**src/design/apsp_pkg.sv**
```systemverilog
`default_nettype none

package apsp_pkg;

   localparam int MAX_NODES_DEFAULT = 16;
   localparam int DIST_W            = 15;
   localparam int NODE_W            = 4;
   localparam int COUNT_W           = 5;
   localparam int CSR_INDEX_W       = 4;
   localparam int CSR_DATA_W        = 15;

   localparam logic [COUNT_W-1:0] COUNT_RESET   = COUNT_W'(16);
   localparam logic [DIST_W-1:0]  NO_EDGE_RESET = DIST_W'(10000);

   localparam logic [1:0] CMD_LOAD    = 2'd0;
   localparam logic [1:0] CMD_COMPUTE = 2'd1;
   localparam logic [1:0] CMD_READ    = 2'd2;

   localparam logic [CSR_INDEX_W-1:0] REG_NODE_COUNT = CSR_INDEX_W'(0);
   localparam logic [CSR_INDEX_W-1:0] REG_NO_EDGE    = CSR_INDEX_W'(1);

   localparam logic KIND_READ = 1'b0;
   localparam logic KIND_DONE = 1'b1;

   typedef enum logic [3:0] {
      S_IDLE,
      S_LOAD,
      S_RDA,
      S_RDB,
      S_CINIT,
      S_ROW,
      S_ROWCAP,
      S_LOOP,
      S_DRAIN,
      S_NEXTK,
      S_FIN
   } step_type;

   typedef enum logic [2:0] {
      C_NEXT,
      C_JUMP,
      C_DISPATCH,
      C_J_NOT_LAST,
      C_I_NOT_LAST,
      C_K_NOT_LAST,
      C_N_ZERO
   } cond_type;

   typedef enum logic [1:0] {
      RD_NONE,
      RD_REQ,
      RD_ROW,
      RD_LOOP
   } rd_sel_type;

   typedef struct packed {
      logic       accept;
      rd_sel_type rd_sel;
      logic       wr_load;
      logic       issue;
      logic       retire;
      logic       cap_dik;
      logic       emit_read;
      logic       emit_done;
      logic       wait_out;
      logic       clr_k;
      logic       clr_i;
      logic       clr_j;
      logic       inc_k;
      logic       inc_i;
      logic       inc_j;
      cond_type   cond;
      step_type   target;
   } ctrl_word_type;

   typedef struct packed {
      logic       fire;
      logic [1:0] command;
      logic       j_last;
      logic       i_last;
      logic       k_last;
      logic       n_zero;
      logic       out_busy;
   } seq_status_type;

   typedef struct packed {
      ctrl_word_type word;
      logic          go;
   } seq_ctrl_type;

   function automatic ctrl_word_type ucode(step_type s);
      ctrl_word_type w;
      w        = '0;
      w.rd_sel = RD_NONE;
      w.cond   = C_NEXT;
      w.target = S_IDLE;
      unique case (s)
         S_IDLE: begin
            w.accept = 1'b1;
            w.cond   = C_DISPATCH;
         end
         S_LOAD: begin
            w.wr_load = 1'b1;
            w.cond    = C_JUMP;
         end
         S_RDA: begin
            w.rd_sel = RD_REQ;
         end
         S_RDB: begin
            w.wait_out  = 1'b1;
            w.emit_read = 1'b1;
            w.cond      = C_JUMP;
         end
         S_CINIT: begin
            w.clr_k  = 1'b1;
            w.clr_i  = 1'b1;
            w.cond   = C_N_ZERO;
            w.target = S_FIN;
         end
         S_ROW: begin
            w.rd_sel = RD_ROW;
            w.clr_j  = 1'b1;
         end
         S_ROWCAP: begin
            w.cap_dik = 1'b1;
         end
         S_LOOP: begin
            w.rd_sel = RD_LOOP;
            w.issue  = 1'b1;
            w.retire = 1'b1;
            w.inc_j  = 1'b1;
            w.cond   = C_J_NOT_LAST;
            w.target = S_LOOP;
         end
         S_DRAIN: begin
            w.retire = 1'b1;
            w.inc_i  = 1'b1;
            w.cond   = C_I_NOT_LAST;
            w.target = S_ROW;
         end
         S_NEXTK: begin
            w.inc_k  = 1'b1;
            w.clr_i  = 1'b1;
            w.cond   = C_K_NOT_LAST;
            w.target = S_ROW;
         end
         S_FIN: begin
            w.wait_out  = 1'b1;
            w.emit_done = 1'b1;
            w.cond      = C_JUMP;
         end
         default: begin
            w.cond = C_JUMP;
         end
      endcase
      return w;
   endfunction

endpackage

`default_nettype wire

```
**src/design/apsp_sequencer.sv**
```systemverilog
`default_nettype none

module apsp_sequencer import apsp_pkg::*; (
   input  wire logic           clock,
   input  wire logic           reset,
   input  wire seq_status_type status,
   output seq_ctrl_type        ctrl
);

   step_type      step_ff;
   step_type      step_in;
   ctrl_word_type word;
   logic          go;
   step_type      step_next;

   always_comb begin
      word      = ucode(step_ff);
      go        = !(word.wait_out && status.out_busy);
      step_next = step_type'(4'(step_ff) + 4'd1);
      ctrl.word = word;
      ctrl.go   = go;
   end

   always_comb begin
      step_in = step_ff;
      if (go) begin
         unique case (word.cond)
            C_NEXT:       step_in = step_next;
            C_JUMP:       step_in = word.target;
            C_DISPATCH: begin
               if (status.fire) begin
                  case (status.command)
                     CMD_LOAD:    step_in = S_LOAD;
                     CMD_COMPUTE: step_in = S_CINIT;
                     CMD_READ:    step_in = S_RDA;
                     default:     step_in = S_IDLE;
                  endcase
               end
            end
            C_J_NOT_LAST: step_in = status.j_last ? step_next : word.target;
            C_I_NOT_LAST: step_in = status.i_last ? step_next : word.target;
            C_K_NOT_LAST: step_in = status.k_last ? step_next : word.target;
            C_N_ZERO:     step_in = status.n_zero ? word.target : step_next;
            default:      step_in = S_IDLE;
         endcase
      end
   end

   always_ff @(posedge clock) begin
      if (reset) begin
         step_ff <= S_IDLE;
      end else begin
         step_ff <= step_in;
      end
   end

endmodule

`default_nettype wire

```
**config.mk**
```make
export PLATFORM = sky130hd
export DESIGN_NAME = apsp_sequencer
export DESIGN_NICKNAME = d
export VERILOG_FILES = /design/src/design/apsp_pkg.sv /design/src/design/apsp_sequencer.sv
export SDC_FILE = /design/constraint.sdc
export NUM_CORES = 1
export LEC_CHECK = 0
export BUFFER_PORTS_ARGS = -buffer_cell sky130_fd_sc_hd__clkbuf_2
export CORE_MARGIN = 1
export CORE_UTILIZATION = 28
export DETAILED_ROUTE_END_ITERATION = 8
export GPL_ROUTABILITY_DRIVEN = 0
export MAX_ROUTING_LAYER = met4
export PLACE_DENSITY = 0.49
export SYNTH_ARGS = -nofsm -noshare
export SYNTH_HDL_FRONTEND = slang
export SYNTH_SLANG_ARGS = --single-unit
```
**constraint.sdc**
```tcl
create_clock -name clock -period 2.09 [get_ports clock]
set_input_delay 0.1045 -clock clock [delete_from_list [all_inputs] [get_ports clock]]
set_output_delay 0.1045 -clock clock [all_outputs]
set_load 0.01 [all_outputs]
```
=== After elaboration in Yosys (flattened, before gate mapping) ===
Index checks and enable logic that the tools add are counted.

* Register bits: 4
* Output and inout bits: 24
* Input port bits: 10

* Muxes and demuxes: 23
* Bitwise logic cells: 1
* $add $sub $neg: 1
* Reduce and logical (&&, ||, !) cells: 11
* Eq/ne operators: 19

{| class="wikitable"
|+ Operators with widths
! operator !! number
|-
| case mux 4 bit (7 select lines) || 1
|-
| two-way mux 4 bit || 5
|-
| case mux 3 bit (6 select lines) || 1
|-
| equality test 4 x 3 -> 1 bit, second input constant || 4
|-
| two-way mux 1 bit || 13
|-
| equality test 4 bit, second input constant || 3
|-
| case mux 4 bit (3 select lines) || 1
|-
| equality test 3 bit, second input constant || 3
|-
| case mux 3 bit (3 select lines) || 1
|-
| equality test 4 x 2 -> 1 bit, second input constant || 2
|-
| OR reduction 2 bit || 4
|-
| equality test 3 x 2 -> 1 bit, second input constant || 2
|-
| case mux 2 bit (3 select lines) || 1
|-
| adder 4 x 1 -> 4 bit, second input constant || 1
|-
| equality test 4 x 1 -> 1 bit, second input constant || 1
|-
| zero test 4 bit || 1
|-
| equality test 3 x 1 -> 1 bit, second input constant || 1
|-
| zero test 3 bit || 1
|-
| OR reduction 3 bit || 1
|-
| equality test 2 x 1 -> 1 bit, second input constant || 1
|-
| equality test 2 bit, second input constant || 1
|-
| zero test 2 bit || 1
|-
| inequality test 2 bit, second input constant || 1
|-
| AND reduction 2 bit || 1
|-
| 3 further kinds || 3
|}

=== Longest topological paths before layout ===
Gate-level depths: netlist of the first run.

* Depth after elaboration: 6
* Gate-level depth with buffers: 7
* Gate-level depth less buffers: 6

=== Worst setup path before layout of the first run ===
Ideal clock, no wire load.

* Path type: register to register
* From: reg step_ff[0]
* To: reg step_ff[1]
* Stages on the path, launching flop included: 7
* Required time: 2.011 ns
* Period minus slack after synthesis: 1.754 ns
* Slack: 0.336 ns
* Arrival time: 1.675 ns
* Cell sequence: dfxtp_1 -> inv_1 -> ha_1 -> mux2_2 -> a2111oi_0 -> o221ai_1 -> o211ai_1

* Longest elaborated chain between the ends: 6

{| class="wikitable"
|+ RTL lines
! element !! line !! RTL
|-
| from (decl) || apsp_sequencer.sv:10 || <nowiki>step_type step_ff;</nowiki>
|-
| from (signal assigned) || apsp_sequencer.sv:53 || <nowiki>step_ff <= step_in;</nowiki>
|-
| equality test 4 x 3 -> 1 bit, or another cell as far along || apsp_pkg.sv:97 || <nowiki>unique case (s)</nowiki>
|-
| OR reduction 3 bit (no line) / OR reduction 2 bit (equally long branches) || -- ||
|-
| case mux 3 bit (6 select lines) / two-way mux 1 bit (equally long branches) || apsp_pkg.sv:97 ||
|-
| equality test 3 x 2 -> 1 bit / logical AND 1 bit (equally long branches) || apsp_sequencer.sv:27, apsp_sequencer.sv:18 ||
|-
| inequality test 2 bit (no line) / NOT 1 bit (equally long branches) || -- ||
|-
| AND reduction 2 bit (no line) || -- ||
|}

Several ways; a longest one is shown, not always the timed one.
A chain may end at the register's enable or synchronous reset.

==> results of run 1 <==
[cell type report]
type | instances | area [sq um] | share of cell area, %
Clock buffer | 3 | 22.52 | 2.258
Inverter | 10 | 37.54 | 3.764
Multi-Input combinational cell | 89 | 600.6 | 60.23
Sequential cell | 4 | 81.33 | 8.156
Timing Repair Buffer | 40 | 217.7 | 21.83
Tap cell | 30 | 37.54 | 3.764
[logic make-up after synthesis]
kind of cell | count (synthesis) | synth area share (%)
adders and majority gates | 4 | 6.390
and+or+nand+nor | 53 | 40.26
AOI/OAI and AO/OA | 29 | 26.20
DFF | 4 | 10.22
muxes | 2 | 2.716
xor gates and xnor gates | 1 | 1.118
buffers and inverters | 21 | 13.10
[cell usage in the layout, fill, tap and decap left out, types with 2 or more instances in the layout]
cell      instances
o21ai_0           8
or3_1             2
nor2_1            8
dfxtp_1           3
clkbuf_2         33
clkbuf_4          3
o21a_1            3
nand3b_1          5
buf_4             7
ha_1              4
or2_2             3
o211ai_1          2
o32ai_1           3
nor2b_1           4
a21oi_1           3
and2_1            5
nor3_1            6
inv_1            10
nand2_1          10
and4b_1           2
[power by group]
group          leakage [nW]  total, mW  internal (mW)  switching (mW)
Combinational         0.470      0.194         0.0839           0.110
Sequential           0.0330     0.0926         0.0823          0.0103
Clock                0.0138      0.102         0.0646          0.0375
[through the flow]
stage	area (sq um)	setup WS [ps]
after CTS	996.0	55.93
after global placement	973.4	38.72
after floorplan	783.3	335.7
after global routing	997.2	25.89
final	997.2	140.6
after detailed placement	973.4	91.15
[worst reg2reg max path: stages, from the launching register on]
cell	delay, ps
dfxtp_2	390
inv_1	80
ha_1	280
mux2_2	320
a2111oi_0	410
o221ai_1	210
o211ai_1	130
[worst paths after layout]
kind,endpoint,depth (start not counted)
min,step_ff[0]$_SDFFE_PP0P_,2
max,ctrl[6],6
min reg2reg,step_ff[0]$_SDFFE_PP0P_,2
max reg2reg,step_ff[1]$_SDFFE_PP0P_,6
[per-layer routing]
layer  up-vias  part of all wire, %  GRT usage [%]
li1        468                    -              -
met1       423                   44          22.28
met2        33                   50          29.72
met3         2                  4.5         0.8197
met4         0                 0.60          7.500
met5         -                    0              -
==> flow_metrics.env, run 1 <==
export IMPL_outcome="complete, no violations"
export IMPL_hold_viol=0
export IMPL_startpoint="step_ff[0]$_SDFFE_PP0P_"
export IMPL_dpl_hpwl_microns=1852
export IMPL_yosysUniqueCellTypes=41
export IMPL_crit_fanout=10
export IMPL_fmax_mhz=513.0
export IMPL_path_cells="inv_1, ha_1, buf_4, o21a_1, or2_2, clkbuf_2"
export IMPL_hold_buffers=0
export IMPL_dp_cells=173
export IMPL_cts_root_buf="clkbuf_4"
export IMPL_clk_path_buf_depth=2
export IMPL_fin_crit_ps=1949
export IMPL_drv_cap=0
export IMPL_postCtsSetupRepairBufs=0
export IMPL_vias=926
export IMPL_slew_headroom_pct=70.90
export IMPL_syn_to_final_growth_pct=27.32
export IMPL_worst_ep_arrival_time_ps=1840
export IMPL_worstHoldStart="reset"
export IMPL_die_w_microns=54.89
export IMPL_setup_worst_path_class="reg -> out"
export IMPL_synth_area_sq_um=783.3
export IMPL_r2r_setup_slack_ps=180
export IMPL_drive_gt1_share_pct=35.62
export IMPL_clock_sinks=4
export IMPL_fillCellCount=295
export IMPL_ys_ff_latch=4
export IMPL_grt_pass1_vias=768
export IMPL_yosysWarnings=0
export IMPL_p_per_area_mw_per_mm2=389.4
export IMPL_globalRoute_totalOverflow=0
export IMPL_synth_area_per_cell_sq_um=6.871
export IMPL_regMostFlops="step_ff"
export IMPL_synth_common_cells="inv_1 (10), nand2_1 (10), nor2_1 (8), o21ai_0 (8), nor3_1 (6)"
export IMPL_synth_edf_count=0
export IMPL_critPathMaxStageDelay_ps=390
export IMPL_grt_pass1_wl_microns=3670
export IMPL_setup_violations=0
export IMPL_cp_top_family="buffers and inverters"
export IMPL_synth_seq_area_share_pct=10.22
export IMPL_drc_errors=0
export IMPL_post_route_util_pct=38.84
export IMPL_wl_per_cell_microns=13.24
export IMPL_hold_ws_ps=92.85
export IMPL_finClkSkew_ps=1.217
export IMPL_grtUsageTotal_pct=17.80
export IMPL_hold_class="in -> reg"
export IMPL_largest_reg_flops=4
export IMPL_slew_violations=0
export IMPL_ctsHtreeMaxLevel=1
export IMPL_synth_nets=128
export IMPL_cpMaxStageDelayCell="dfxtp_2"
export IMPL_netlist_top_cells_area="dfxtp_1 (10%), ha_1 (6.4%), o21ai_0 (5.1%), buf_4 (4.8%), inv_1 (4.8%)"
export IMPL_first_pass_iters=4
export IMPL_p_leak_nw=0.5163
export IMPL_period_share_pct=93.27
export IMPL_yosys_area_top_type="dfxtp_1"
export IMPL_antenna_found_initial=0
export IMPL_ant_nets=0
export IMPL_clock_latency_ps=240
export IMPL_cts_tree="built"
export IMPL_viasPerCell=5.261
export IMPL_synthArstFlopShare_pct=0
export IMPL_portBuffers=33
export IMPL_path_buf_inv=3
export IMPL_tightestPinTransition_ps=435.9
export IMPL_coreArea_sq_mm=0.002567
export IMPL_cts_resized_gates=0
export IMPL_finalNonFillerCells=176
export IMPL_clkTransAtPathRegs_ps=40
export IMPL_largestRegisters="step_ff x4"
export IMPL_power_mw=0.3883
export IMPL_synth_main_ff_cell="dfxtp_1"
export IMPL_std_cell_rows=18
export IMPL_ios=34
export IMPL_endpoint_kind="output pin"
export IMPL_peakVddDrop_mv=0.2389
export IMPL_grt_max_degree=14
export IMPL_cts_buffers=3
export IMPL_layout_nets=162
export IMPL_tns_ps=0
export IMPL_cp_required_ps=1990
export IMPL_initial_utilization_pct=30.51
export IMPL_rsz0062_at_grt="false"
export IMPL_synth_top_area_share_pct=10.22
export IMPL_floorplan_die_area_sq_mm=0.003013
export IMPL_drt_wl_total_microns=2331
export IMPL_diodes=0
export IMPL_cp_start_kind="register"
export IMPL_die_h_microns=54.89
export IMPL_drt_iter0_markers=15
export IMPL_netlist_instances=114
export IMPL_regToRegStartpoint="step_ff[0]$_SDFFE_PP0P_"
Power figures use the tool's default switching activity.
==> run 2, diff against run 1 <==
CORE_UTILIZATION = 30   (was 28)
PLACE_DENSITY = 0.52   (was 0.49)
==> run 2 against run 1 <==
Compared with the run above: die area decreased by 6.4%; first-iteration DRC count increased by 130%; utilization increased by 1.2 points; total power decreased by 2.3%; sequential power increased by 2.9%; clock-buffer cell count unchanged; sequential share of layout area increased by 0.051 points; final cell count decreased by 0.57%; global-route usage increased by 1.1 points; critical endpoint is now step_ff[1]$_SDFFE_PP0P_; hold slack improved by 5.4 ps.
==> flow_metrics.env, run 2 (synthesis results as in run 1) <==
export IMPL_setup_worst_path_class="reg -> reg"
export IMPL_slew_violations=0
export IMPL_finClkSkew_ps=0.5858
export IMPL_antenna_found_initial=0
export IMPL_fin_crit_ps=1958
export IMPL_crit_fanout=8
export IMPL_outcome="complete, no violations"
export IMPL_drive_gt1_share_pct=35.17
export IMPL_die_w_microns=53.10
export IMPL_tns_ps=0
export IMPL_fmax_mhz=510.8
export IMPL_cts_buffers=3
export IMPL_diodes=0
export IMPL_setup_violations=0
export IMPL_final_common_cell="clkbuf_2"
export IMPL_hold_class="in -> reg"
export IMPL_place_area_sq_um=965.9
export IMPL_hold_viol=0
export IMPL_largest_reg_flops=4
export IMPL_coreArea_sq_mm=0.002477
export IMPL_grt_pass1_wl_microns=3753
export IMPL_worst_ep_arrival_time_ps=2110
export IMPL_drt_iter0_markers=35
export IMPL_power_mw=0.3792
export IMPL_vias=935
export IMPL_cp_required_ps=2240
export IMPL_grt_max_degree=21
export IMPL_drv_cap=0
export IMPL_wl_per_cell_microns=13.59
export IMPL_cp_start_kind="register"
export IMPL_first_pass_iters=4
export IMPL_grt_pass1_vias=854
export IMPL_clock_sinks=4
export IMPL_postCtsSetupRepairBufs=0
export IMPL_floorplan_die_area_sq_mm=0.002819
export IMPL_p_per_area_mw_per_mm2=382.7
export IMPL_syn_to_final_growth_pct=26.52
export IMPL_largestRegisters="step_ff x4"
export IMPL_die_h_microns=53.10
export IMPL_multi_input_area_sq_um=601.8
export IMPL_ctsHtreeMaxLevel=1
export IMPL_period_share_pct=93.66
export IMPL_endpoint_kind="register"
export IMPL_dpl_hpwl_microns=1840
export IMPL_layout_nets=161
export IMPL_final_cell_mix="clkbuf_2 (33), inv_1 (10), nand2_1 (10), nor2_1 (8), o21ai_0 (8)"
export IMPL_peakVddDrop_mv=0.2967
export IMPL_final_area_sq_um=991.0
export IMPL_viasPerCell=5.343
export IMPL_ant_nets=0
export IMPL_slew_headroom_pct=53.07
export IMPL_grtUsageTotal_pct=18.91
export IMPL_globalRoute_totalOverflow=0
export IMPL_cts_root_buf="clkbuf_4"
export IMPL_p_leak_nw=0.5097
export IMPL_std_cell_rows=18
export IMPL_cts_resized_gates=0
export IMPL_cts_tree="built"
export IMPL_drc_errors=0
export IMPL_initial_utilization_pct=31.62
export IMPL_fillCellCount=278
export IMPL_tightestPinTransition_ps=703.0
export IMPL_clock_latency_ps=230
export IMPL_post_route_util_pct=40.00
export IMPL_hold_buffers=0
export IMPL_regMostFlops="step_ff"
export IMPL_clkTransAtPathRegs_ps=30
export IMPL_clk_path_buf_depth=2
export IMPL_seq_area_sq_um=81.33
export IMPL_drt_wl_total_microns=2379
export IMPL_ios=34
export IMPL_portBuffers=33
[run 2: critical path, stage by stage, from the launching register on]
cell	delay [ps]
dfxtp_2	390
inv_1	80
ha_1	280
mux2_2	330
a2111oi_1	460
o221ai_1	210
o211ai_1	130
[run 2: final timing paths]
path,slack [ps],cells past startpoint,endpoint,start
worst max-delay path,130,6,step_ff[1]$_SDFFE_PP0P_,step_ff[0]$_SDFFE_PP0P_
worst min-delay path,100,2,step_ff[0]$_SDFFE_PP0P_,reset
worst max register to register,130,6,step_ff[1]$_SDFFE_PP0P_,step_ff[0]$_SDFFE_PP0P_
worst min register to register,620,2,step_ff[0]$_SDFFE_PP0P_,step_ff[0]$_SDFFE_PP0P_
[run 2: final cells by class]
class | count | share of cell area [%]
Clock buffer | 3 | 2.273
Inverter | 10 | 3.788
Multi-Input combinational cell | 89 | 60.73
Sequential cell | 4 | 8.207
Tap cell | 30 | 3.788
Timing Repair Buffer | 39 | 21.21
[run 2: power breakdown]
| part | switching (mW) | internal (mW) |
|---|---|---|
| combinational | 0.109 | 0.0820 |
| clock | 0.0293 | 0.0641 |
| sequential | 0.0128 | 0.0824 |
[run 2: layer usage]
metal  vias to the layer above  GRT usage, %  share of wire [%]
li1                        466             -                  -
met1                       428         23.26                 48
met4                         0         10.09                1.3
met2                        37         29.32                 45
met3                         4         3.161                5.7
met5                         -             -                  0
[run 2: per-stage QoR]
| step | hold WS (ps) | cells | worst slack [ps] |
|---|---|---|---|
| CTS | 91.76 | 175 | 4.346 |
| global placement | 331.7 | 172 | 136.7 |
| finish | 98.30 | 175 | 132.5 |
| global route | 100.4 | 175 | -10.99 |
| floorplan | 169.1 | 114 | 335.7 |
| detailed placement | 342.2 | 172 | 11.26 |
==> run 3, diff against run 2 <==
ABC_AREA = 1   (was unset)
PLACE_DENSITY = 0.51   (was 0.52)
==> run 3 against run 2 <==
Compared with the run above: utilization down 0.48 points; clock-buffer cell count unchanged; sequential cell count unchanged; maximum frequency up 5.2%; total power up 83%; largest cell class unchanged; critical path depth up 4; critical path type unchanged; worst setup slack better by 98 ps; critical endpoint is now step_ff[3]$_SDFFE_PP0P_; die area up 11%.
==> flow_metrics.env, run 3 <==
export IMPL_cts_tree="built"
export IMPL_netlist_top_cells_area="nand2_1 (18%), nor2_1 (9.9%), dfxtp_1 (9.2%), inv_1 (6.9%), ha_1 (5.8%)"
export IMPL_coreArea_sq_mm=0.002758
export IMPL_wl_per_cell_microns=11.52
export IMPL_antenna_found_initial=0
export IMPL_fmax_mhz=537.6
export IMPL_vias=1042
export IMPL_cts_buffers=3
export IMPL_synth_main_ff_cell="dfxtp_1"
export IMPL_drt_wl_total_microns=2499
export IMPL_p_per_area_mw_per_mm2=636.0
export IMPL_largestRegisters="step_ff x4"
export IMPL_synth_common_cells="nand2_1 (41), nor2_1 (23), inv_1 (16), o21ai_0 (10), nand3_1 (7)"
export IMPL_endpoint_kind="register"
export IMPL_regToRegStartpoint="step_ff[0]$_SDFFE_PP0P_"
export IMPL_setup_worst_path_class="reg -> reg"
export IMPL_drc_errors=0
export IMPL_drive_gt1_share_pct=33.87
export IMPL_rsz0062_at_grt="false"
export IMPL_first_pass_iters=4
export IMPL_clock_latency_ps=230
export IMPL_hold_class="in -> reg"
export IMPL_std_cell_rows=19
export IMPL_ant_nets=0
export IMPL_final_cell_mix="nand2_1 (41), clkbuf_2 (33), nor2_1 (23), inv_1 (16), o21ai_0 (10)"
export IMPL_floorplan_die_area_sq_mm=0.003118
export IMPL_ios=34
export IMPL_largest_reg_flops=4
export IMPL_outcome="complete, no violations"
export IMPL_crit_fanout=8
export IMPL_synth_top_area_share_pct=17.70
export IMPL_tightestPinTransition_ps=398.1
export IMPL_postCtsSetupRepairBufs=0
export IMPL_critPathMaxStageDelay_ps=370
export IMPL_cp_start_kind="register"
export IMPL_synth_area_sq_um=869.6
export IMPL_yosys_area_top_type="nand2_1"
export IMPL_slew_headroom_pct=73.37
export IMPL_yosysWarnings=0
export IMPL_clock_sinks=4
export IMPL_drv_cap=0
export IMPL_die_h_microns=55.84
export IMPL_slew_violations=0
export IMPL_globalRoute_totalOverflow=0
export IMPL_startpoint="step_ff[0]$_SDFFE_PP0P_"
export IMPL_synth_nets=166
export IMPL_ys_ff_latch=4
export IMPL_tns_ps=0
export IMPL_r2r_setup_slack_ps=230
export IMPL_cpMaxStageDelayCell="dfxtp_2"
export IMPL_p_leak_nw=0.6238
export IMPL_syn_to_final_growth_pct=25.32
export IMPL_die_w_microns=55.84
export IMPL_hold_viol=0
export IMPL_cp_required_ps=2250
export IMPL_netlist_instances=152
export IMPL_synth_area_per_cell_sq_um=5.721
export IMPL_layout_nets=202
export IMPL_grt_pass1_wl_microns=3960
export IMPL_setup_violations=0
export IMPL_synthMostInstantiatedCell="nand2_1"
export IMPL_fin_crit_ps=1860
export IMPL_peakVddDrop_mv=0.4545
export IMPL_initial_utilization_pct=31.53
export IMPL_grt_max_degree=9
export IMPL_cp_common_cell="nand2_1"
export IMPL_worstSetupEndpoint="step_ff[3]$_SDFFE_PP0P_"
export IMPL_grt_pass1_vias=896
export IMPL_finClkSkew_ps=0.1649
export IMPL_clkTransAtPathRegs_ps=30
export IMPL_synth_seq_area_share_pct=9.209
export IMPL_period_share_pct=89.00
export IMPL_hold_buffers=0
export IMPL_cts_root_buf="clkbuf_4"
export IMPL_diodes=0
export IMPL_synth_edf_count=0
export IMPL_worst_ep_arrival_time_ps=2020
export IMPL_rr_worst_depth=10
export IMPL_synthArstFlopShare_pct=0
export IMPL_power_mw=0.6931
export IMPL_drt_iter0_markers=36
export IMPL_path_cells="inv_1, ha_2, nand3_4, nand2_1, inv_2, nand4_1, o21a_1, nand2_1, nand2_1, a21oi_1"
export IMPL_grtUsageTotal_pct=16.11
export IMPL_regMostFlops="step_ff"
export IMPL_clk_path_buf_depth=2
export IMPL_rr_endpoint="step_ff[3]$_SDFFE_PP0P_"
export IMPL_dpl_hpwl_microns=2088
export IMPL_ctsHtreeMaxLevel=1
export IMPL_final_common_cell="nand2_1"
export IMPL_portBuffers=33
export IMPL_yosysUniqueCellTypes=32
export IMPL_viasPerCell=4.802
export IMPL_fillCellCount=325
-- run 3: cell types whose count changed in the layout (fill, tap and decap cells not counted), sizes merged, moves of 6 or more --
cell	delta
nand2	+33
nand3b	-6
nor2	+19
nand3	+11
o21ai	+7
inv	+12
-- run 3: critical path: cells and delay by family, from the launching register on --
kind | cells | cell delay (ps)
AND/OR/NAND/NOR | 5 | 620
buffers and inverters | 2 | 200
AO/OA/AOI/OAI | 2 | 340
adder cells (fa/ha/maj) | 1 | 250
flip-flops | 1 | 370
-- run 3: metrics by stage --
step / hold slack [ps] / std cells / utilization (%) / instance area (sq um) / setup WS (ps)
CTS: 78.10 / 217 / 39.07 / 1077 / 50.52
floorplan: 173.6 / 152 / - / 869.6 / 346.9
global placement: 319.9 / 214 / 38.25 / 1055 / 129.7
finish: 83.96 / 217 / 39.52 / 1090 / 230.0
global route: 85.40 / 217 / 39.52 / 1090 / 66.27
detailed placement: 324.7 / 214 / 38.25 / 1055 / 61.52
-- run 3: worst min-delay path by stage --
| stage | start | to | slack, ps | cells past startpoint |
|---|---|---|---|---|
| 2_1_floorplan | reset | step_ff[0]$_SDFFE_PP0P_ | 170 | 1 |
| 3_3_place_gp | reset | step_ff[1]$_SDFFE_PP0P_ | 320 | 2 |
| 3_5_place_dp | reset | step_ff[3]$_SDFFE_PP0P_ | 320 | 2 |
| 4_1_cts | reset | step_ff[0]$_SDFFE_PP0P_ | 80 | 2 |
| 5_1_grt | reset | step_ff[0]$_SDFFE_PP0P_ | 90 | 2 |
| 6_report | reset | step_ff[0]$_SDFFE_PP0P_ | 80 | 2 |
-- run 3: report_power, final --
part           internal (mW)  switching [mW]  leakage (nW)
clock network         0.0639          0.0272        0.0138
registers             0.0916          0.0212        0.0334
logic                  0.183           0.306         0.577
-- run 3: area by class of cell --
cell class	count	area [sq um]	share of cell area, %
multi-input combinational	120	668.1	61.31
timing repair buffer	36	187.7	17.22
inverter	23	90.09	8.266
sequential	4	82.58	7.577
tap	31	38.79	3.559
clock buffer	3	22.52	2.067
-- run 3: kinds of logic (layout without fill, tap and decap cells) --
logic type	count (synthesis)	count (layout)	share of synthesized area (%)
AOI/OAI and AO/OA	26	26	17.41
buffers and inverters	28	62	15.11
DFF	4	4	9.209
xor gates and xnor gates	1	1	1.007
adders and majority gates	4	4	5.756
and+or+nand+nor	89	89	51.51
-- run 3: repair_timing --
action,CTS,global route
setup endpoints to repair,0,4
resized for setup,0,4
hold endpoints to repair,0,0
-- run 3: metal layers --
| layer | wire length (microns) | part of all wire, % | GRT usage (%) | up-vias |
|---|---|---|---|---|
| li1 | - | - | - | 558 |
| met1 | 1146 | 46 | 21.11 | 463 |
| met2 | 1254 | 50 | 27.02 | 21 |
| met3 | 98 | 3.9 | 1.860 | 0 |
| met4 | 0 | 0 | 3.136 | 0 |
| met5 | 0 | 0 | - | - |
